===== src/rtl/scfla_pkg.sv =====
// ----------------------------------------------------------------------------
// scfla_pkg - size-class free-list allocator package
// Default sizing, datapath operation codes and controller/datapath structs.
// ----------------------------------------------------------------------------
package scfla_pkg;

  localparam int unsigned DEF_ALIGN_BYTES     = 8;
  localparam int unsigned DEF_MAX_CLASS_BYTES = 128;
  localparam int unsigned DEF_CLASS_COUNT     = 16;
  localparam int unsigned DEF_REFILL_OBJECTS  = 20;
  localparam int unsigned DEF_ARENA_BYTES     = 65536;

  localparam int unsigned ACTION_W = 1;
  localparam int unsigned SIZE_W   = 12;
  localparam int unsigned BADDR_W  = 16;
  localparam int unsigned ADDR_W   = 16;

  localparam logic ACT_ALLOC = 1'b0;
  localparam logic ACT_FREE  = 1'b1;

  typedef enum logic [3:0] {
    DP_NOP,
    DP_LOAD,
    DP_SET_OVER,
    DP_FREE,
    DP_POP_RD,
    DP_POP_WB,
    DP_CHK,
    DP_PUSH_LEFT,
    DP_TAKE,
    DP_SCAN_INIT,
    DP_SCAN_NEXT,
    DP_FB_WB,
    DP_FAIL,
    DP_CARVE_FIRST,
    DP_CARVE_STEP,
    DP_EMIT
  } dp_op_t;

  typedef struct packed {
    dp_op_t op;
    logic   sel_scan;   // pop from scan class rather than request class
  } dp_cmd_t;

  typedef struct packed {
    logic oversize;
    logic act_free;
    logic head_nil;
    logic left_lt;
    logic left_nz;
    logic region_fits;
    logic scan_nil;
    logic scan_last;
    logic carve_more;
    logic out_free;
  } dp_sts_t;

endpackage


===== src/rtl/scfla_ctrl.sv =====
// ----------------------------------------------------------------------------
// scfla_ctrl - allocator sequencer
// Steps one request through the oversize or free path, or pop, refill, region take, scan and carve.
// ----------------------------------------------------------------------------
module scfla_ctrl (
  input  logic               clk,
  input  logic               rst_n,
  input  logic               in_valid,
  output logic               in_ready,
  input  scfla_pkg::dp_sts_t sts,
  output scfla_pkg::dp_cmd_t cmd
);

  typedef enum logic [10:0] {
    S_IDLE   = 11'b000_0000_0001,
    S_DECIDE = 11'b000_0000_0010,
    S_POP_RD = 11'b000_0000_0100,
    S_POP_WB = 11'b000_0000_1000,
    S_LEFT   = 11'b000_0001_0000,
    S_REGION = 11'b000_0010_0000,
    S_SCAN   = 11'b000_0100_0000,
    S_FB_WB  = 11'b000_1000_0000,
    S_CARVE0 = 11'b001_0000_0000,
    S_CARVE  = 11'b010_0000_0000,
    S_DONE   = 11'b100_0000_0000
  } state_t;

  state_t state_r, state_nxt;

  assign in_ready = (state_r == S_IDLE);

  always_comb begin
    state_nxt    = state_r;
    cmd.op       = scfla_pkg::DP_NOP;
    cmd.sel_scan = 1'b0;
    case (state_r)
      S_IDLE: begin
        if (in_valid) begin
          cmd.op    = scfla_pkg::DP_LOAD;
          state_nxt = S_DECIDE;
        end
      end
      S_DECIDE: begin
        if (sts.oversize) begin
          cmd.op    = scfla_pkg::DP_SET_OVER;
          state_nxt = S_DONE;
        end else if (sts.act_free) begin
          cmd.op    = scfla_pkg::DP_FREE;
          state_nxt = S_DONE;
        end else if (!sts.head_nil) begin
          state_nxt = S_POP_RD;
        end else begin
          cmd.op = scfla_pkg::DP_CHK;
          if (!sts.left_lt)     state_nxt = S_CARVE0;
          else if (sts.left_nz) state_nxt = S_LEFT;
          else                  state_nxt = S_REGION;
        end
      end
      S_POP_RD: begin
        cmd.op    = scfla_pkg::DP_POP_RD;
        state_nxt = S_POP_WB;
      end
      S_POP_WB: begin
        cmd.op    = scfla_pkg::DP_POP_WB;
        state_nxt = S_DONE;
      end
      S_LEFT: begin
        cmd.op    = scfla_pkg::DP_PUSH_LEFT;
        state_nxt = S_REGION;
      end
      S_REGION: begin
        if (sts.region_fits) begin
          cmd.op    = scfla_pkg::DP_TAKE;
          state_nxt = S_CARVE0;
        end else begin
          cmd.op    = scfla_pkg::DP_SCAN_INIT;
          state_nxt = S_SCAN;
        end
      end
      S_SCAN: begin
        if (!sts.scan_nil) begin
          cmd.op       = scfla_pkg::DP_POP_RD;
          cmd.sel_scan = 1'b1;
          state_nxt    = S_FB_WB;
        end else if (sts.scan_last) begin
          cmd.op    = scfla_pkg::DP_FAIL;
          state_nxt = S_DONE;
        end else begin
          cmd.op = scfla_pkg::DP_SCAN_NEXT;
        end
      end
      S_FB_WB: begin
        cmd.op    = scfla_pkg::DP_FB_WB;
        state_nxt = S_CARVE0;
      end
      S_CARVE0: begin
        cmd.op    = scfla_pkg::DP_CARVE_FIRST;
        state_nxt = S_CARVE;
      end
      S_CARVE: begin
        cmd.op = scfla_pkg::DP_CARVE_STEP;
        if (!sts.carve_more) state_nxt = S_DONE;
      end
      S_DONE: begin
        if (sts.out_free) begin
          cmd.op    = scfla_pkg::DP_EMIT;
          state_nxt = S_IDLE;
        end
      end
      default: state_nxt = S_IDLE;
    endcase
  end

  always_ff @(posedge clk) begin
    if (!rst_n) state_r <= S_IDLE;
    else        state_r <= state_nxt;
  end

endmodule


===== config.mk =====
export PLATFORM = sky130hd
export DESIGN_NAME = scfla_ctrl
export DESIGN_NICKNAME = d
export VERILOG_FILES = /design/src/rtl/scfla_pkg.sv /design/src/rtl/scfla_ctrl.sv
export SDC_FILE = /design/constraint.sdc
export NUM_CORES = 1
export LEC_CHECK = 0
export ABC_AREA = 1
export CAP_MARGIN = 0
export CORE_MARGIN = 4
export CORE_UTILIZATION = 60
export DETAILED_ROUTE_END_ITERATION = 6
export DONT_BUFFER_PORTS = 1
export MAX_ROUTING_LAYER = met4
export PLACE_DENSITY = 0.85
export SKIP_LAST_GASP = 1
export SYNTH_ARGS = -nofsm -noshare
export SYNTH_HDL_FRONTEND = slang
export SYNTH_SLANG_ARGS = --single-unit

===== constraint.sdc =====
create_clock -name clk -period 3 [get_ports clk]
set_clock_uncertainty 0.15 [all_clocks]
set_input_delay 0.6 -clock clk [delete_from_list [all_inputs] [get_ports clk]]
set_output_delay 0.6 -clock clk [all_outputs]
set_load 0.02 [all_outputs]

# Word level (Yosys, flattened, before mapping)
# Cells that the tools add are included.
dict set report classes {
  eq_ne 15
  muxes 23
  reduce_logical 1
}
# op count
set ops {}
lappend ops {{11-bit one-hot mux with 11 select lines} 1}
lappend ops {{11-bit two-way mux} 7}
lappend ops {{4-bit one-hot mux with 11 select lines} 1}
lappend ops {{9-bit two-way mux} 3}
lappend ops {{3-bit two-way mux} 4}
lappend ops {{11-bit by 1-bit == test with 1-bit output, second input constant} 1}
lappend ops {{11-bit by 10-bit == test with 1-bit output, second input constant} 1}
lappend ops {{11-bit == test, second input constant} 1}
lappend ops {{11-bit by 2-bit == test with 1-bit output, second input constant} 1}
lappend ops {{11-bit by 3-bit == test with 1-bit output, second input constant} 1}
lappend ops {{11-bit by 4-bit == test with 1-bit output, second input constant} 1}
lappend ops {{11-bit by 5-bit == test with 1-bit output, second input constant} 1}
lappend ops {{11-bit by 6-bit == test with 1-bit output, second input constant} 1}
lappend ops {{11-bit by 7-bit == test with 1-bit output, second input constant} 1}
lappend ops {{11-bit by 8-bit == test with 1-bit output, second input constant} 1}
lappend ops {{11-bit by 9-bit == test with 1-bit output, second input constant} 1}
lappend ops {{4-bit two-way mux} 2}
lappend ops {{6-bit two-way mux} 1}
lappend ops {{2-bit inequality test, second input constant} 3}
lappend ops {{1-bit two-way mux} 4}
lappend ops {{4-bit AND reduction} 1}
lappend ops {{3-bit inequality test, second input constant} 1}
dict set report totals {
  register_bits 11
  in_bits 13
  output_inout_bits 6
  wordCells 40
}

# Longest topological paths before layout
dict set report logic_depth {
  depth_word 6
  mapped_depth 10
  mapped_depth_nobuf 10
}

# Worst setup path after synthesis
# Ideal clock, no wire load.
dict set report synth_path {
  path_type {input to output}
  start {input sts[8] in the netlist's numbering}
  end {output cmd[3] in the netlist's numbering}
  arrival_time_ps 1411
  required_ps 2250
  path_slack_ps 839
  stages 5
  n_path_buf 0
  cell_sequence {or2_2 nor2_1 nand2_2 o21ai_0 nand3b_1}
}
# element line_no
set synth_rtl {}
lappend synth_rtl {{from (decl)} scfla_ctrl.sv:10} ;# input scfla_pkg::dp_sts_t sts,
lappend synth_rtl {{to (decl)} scfla_ctrl.sv:11} ;# output scfla_pkg::dp_cmd_t cmd

==> key figures <==
Run status
  • Status: completed

Pwr
  • Peak supply drop: 0.366 mV
  • Power density over cell area: 787 nW/µm²
  • Standby leakage power: 0.538 nW
  • Overall power: 0.731 mW

Clock tree
  • CTS Hold Buffers Added: 0
  • Maximum level of the CTS H-tree: 1
  • Number of CTS-inserted buffers: 3
  • Cts repair resizes: 0
  • Total setup buffers inserted after CTS: 0
  • CTS Sinks: 11
  • Latest clock arrival within the worst-skew pair: 0.27 ns
  • Clock tree from TritonCTS: built
  • Clock transition at the registers of the reported paths: 0.07 ns
  • Clk Tree Root Cell: sky130_fd_sc_hd__clkbuf_4
  • Max Root-Sink Buffers: 2

Logic synthesis
  • Mean instance size in the synthesized netlist: 5.98 µm²
  • Post-synth top cells: sky130_fd_sc_hd__inv_1, sky130_fd_sc_hd__nand2_1, sky130_fd_sc_hd__nor2_1
  • Cell Area, Synth: 897 µm²
  • Synthesized net count: 163
  • Count of flip-flops with a built-in enable after synthesis: 0
  • Post-synthesis sequential area ratio: 24.5%
  • Share of synthesized flip-flops with an asynchronous set or reset: 0%
  • Most used flip-flop cell after synthesis: sky130_fd_sc_hd__dfxtp_1
  • Synthesis Warnings: 0
  • Flop and latch count out of synthesis: 11
  • Number of standard cells after synthesis: 150
  • Library cell with the largest summed area after synthesis: sky130_fd_sc_hd__dfxtp_1
  • Number of distinct library cells after synthesis: 23
  • Top area cells in the synthesized netlist: sky130_fd_sc_hd__dfxtp_1, sky130_fd_sc_hd__inv_1, sky130_fd_sc_hd__nand2_1, sky130_fd_sc_hd__nor2_1, sky130_fd_sc_hd__nand3_1
  • Area share of the largest cell type after synthesis: 24.5%

Floorplan
  • Die boundary height: 46.7 µm
  • Die Area: 2180 µm²
  • Placement Rows: 13
  • Die Span X: 46.7 µm
  • Initial standard-cell utilization of the core: 66.5%
  • Floorplan core area: 1350 µm²
  • Top-Level Pins: 19

Detailed routing
  • DRT iter0 DRCs: 22
  • DRC violations left: 0
  • Aggregate routed wire length: 2040 µm
  • Number of vias per cell after detailed routing: 5.42
  • Avg WL per Cell: 12.1 µm
  • Post-route ant nets: 0
  • DR vias: 911
  • Met1 WL: 855 µm
  • Detailed Routing Iterations Pass 1: 4
  • Wire length on met2: 891 µm
  • Met3 wire length: 243 µm
  • Uppermost layer routed: met4

STA
  • Transition time of the tightest slew-check pin: 0.426 ns
  • Final Hold Slack: 0.248 ns
  • Max-slew headroom: 71.5%
  • Total count of max-transition violations in the final report: 0
  • Final setup viols: 0
  • Max Fclk: 405 MHz
  • Final worst path period need: 2.47 ns
  • Final Hold Violating Endpoints: 0
  • Final TNS setup: 0 ns
  • RSZ-0062 raised after global routing: false
  • Final critical-path share of the clock period: 82.2%

Layout
  • Number of flip-flops under the largest register name: 11
  • Non-Filler Instances: 168
  • Fin nets: 167
  • Share of post-route cells with drive strength above 1: 13.7%
  • Antenna Diode Count: 0
  • Synthesis-to-layout area growth: 3.49%
  • Largest reg by FF count: state_r
  • Final design utilization: 68.8%
  • Largest registers: state_r (11)

Worst setup path
  • CP Data Arrival Time: 1.72 ns
  • Critical path endpoint category: output port
  • Worst setup endpoint: cmd[3]
  • Beginning of the critical path: state_r[2]
  • Worst reg2reg path startpoint: state_r[4]
  • Worst reg2reg path depth: 7
  • Crit path kind: flip-flop to output port
  • Reg2reg end: state_r[7]
  • Required time of the critical path: 2.25 ns
  • Kind of launch point of the worst setup path: flip-flop
  • Maximum fanout along the worst path: 3
  • R2R Setup Slk: 1.32 ns

GRT
  • Total congestion overflow: 0
  • Initial antenna violation count: 0
  • Wire length of the first global-routing pass: 3390 µm
  • Pin count of the biggest net entering global routing: 11
  • GRT Resource Usage Total: 22.9%
  • Via count of the first global-routing pass: 836

Placed design
  • Weighted congestion at the end of routability-driven global placement: 0.995
  • Post-placement cell count: 164
  • HPWL after detailed placement: 1660 µm
  • PortBufs: 0

Min path
  • Worst min-delay path class: input pin to flip-flop

Job
  • Number of maximum-capacitance violations: 0
[through the flow]
stage / worst slack (ns) / area [µm²]
2_1_floorplan: 0.839 / 897
3_3_place_gp: 0.807 / 902
3_5_place_dp: 0.760 / 902
4_1_cts: 0.541 / 928
5_1_grt: 0.365 / 928
6_report: 0.533 / 928
[power breakdown]
group	internal (mW)	switching, mW
logic	0.125	0.305
registers	0.174	0.0244
clock network	0.0516	0.0508
total	0.350	0.380
[cell usage in the layout, fill, tap and decap left out]
master and count:
sky130_fd_sc_hd__a21oi_1 2, sky130_fd_sc_hd__clkbuf_1 1, sky130_fd_sc_hd__clkbuf_4 3, sky130_fd_sc_hd__dfxtp_1 11, sky130_fd_sc_hd__inv_1 30, sky130_fd_sc_hd__inv_2 1
sky130_fd_sc_hd__nand2_1 30, sky130_fd_sc_hd__nand2_2 6, sky130_fd_sc_hd__nand2_4 1, sky130_fd_sc_hd__nand3_1 16, sky130_fd_sc_hd__nand3_2 2, sky130_fd_sc_hd__nand3b_1 2
sky130_fd_sc_hd__nand4_1 2, sky130_fd_sc_hd__nor2_1 23, sky130_fd_sc_hd__nor2_2 1, sky130_fd_sc_hd__nor2_4 3, sky130_fd_sc_hd__nor2_8 1, sky130_fd_sc_hd__nor3_1 9
sky130_fd_sc_hd__nor4_1 1, sky130_fd_sc_hd__o21ai_0 3, sky130_fd_sc_hd__o21ai_2 1, sky130_fd_sc_hd__o21bai_1 1, sky130_fd_sc_hd__or2_1 1, sky130_fd_sc_hd__or2_2 2
[how the worst min path moves through the flow]
stage | end | cells after the start | from | slack, ns
2_1_floorplan | state_r[6] | 2 | state_r[6] | 0.34
3_3_place_gp | state_r[6] | 2 | state_r[6] | 0.36
3_5_place_dp | state_r[6] | 2 | state_r[6] | 0.36
4_1_cts | state_r[2] | 1 | sts[7] | 0.24
5_1_grt | state_r[2] | 1 | sts[7] | 0.23
6_report | state_r[2] | 1 | sts[7] | 0.25
[cells by family (layout without fill, tap and decap cells)]
kind of cell	count (synthesis)	after routing	synth area share [%]
AOI/OAI and AO/OA	7	7	4.60
buffers and inverters	32	35	14.5
DFF	11	11	24.5
and+or+nand+nor	100	100	56.3
[worst max-delay path: stages (launching register included)]
cell	delay, ns
sky130_fd_sc_hd__dfxtp_1	0.33
sky130_fd_sc_hd__nor2_1	0.14
sky130_fd_sc_hd__nand2_2	0.14
sky130_fd_sc_hd__nor3_1	0.33
sky130_fd_sc_hd__inv_1	0.13
sky130_fd_sc_hd__nand2_1	0.10
sky130_fd_sc_hd__nor3_1	0.05
sky130_fd_sc_hd__nand3b_1	0.22
[layout make-up]
cell class / count / area (µm²)
multi-input cells: 107 / 547
fillers: 117 / 422
flip-flops and latches: 11 / 220
inverters: 31 / 116
clock buffers: 4 / 26.3
well taps: 15 / 18.8
[layer usage]
metal	up-vias	global-route usage [%]
li1	468	-
met5	-	-
met2	40	37.1
met1	396	23.8
met3	7	8.20
met4	0	13.3
Power figures use the tool's default switching activity.
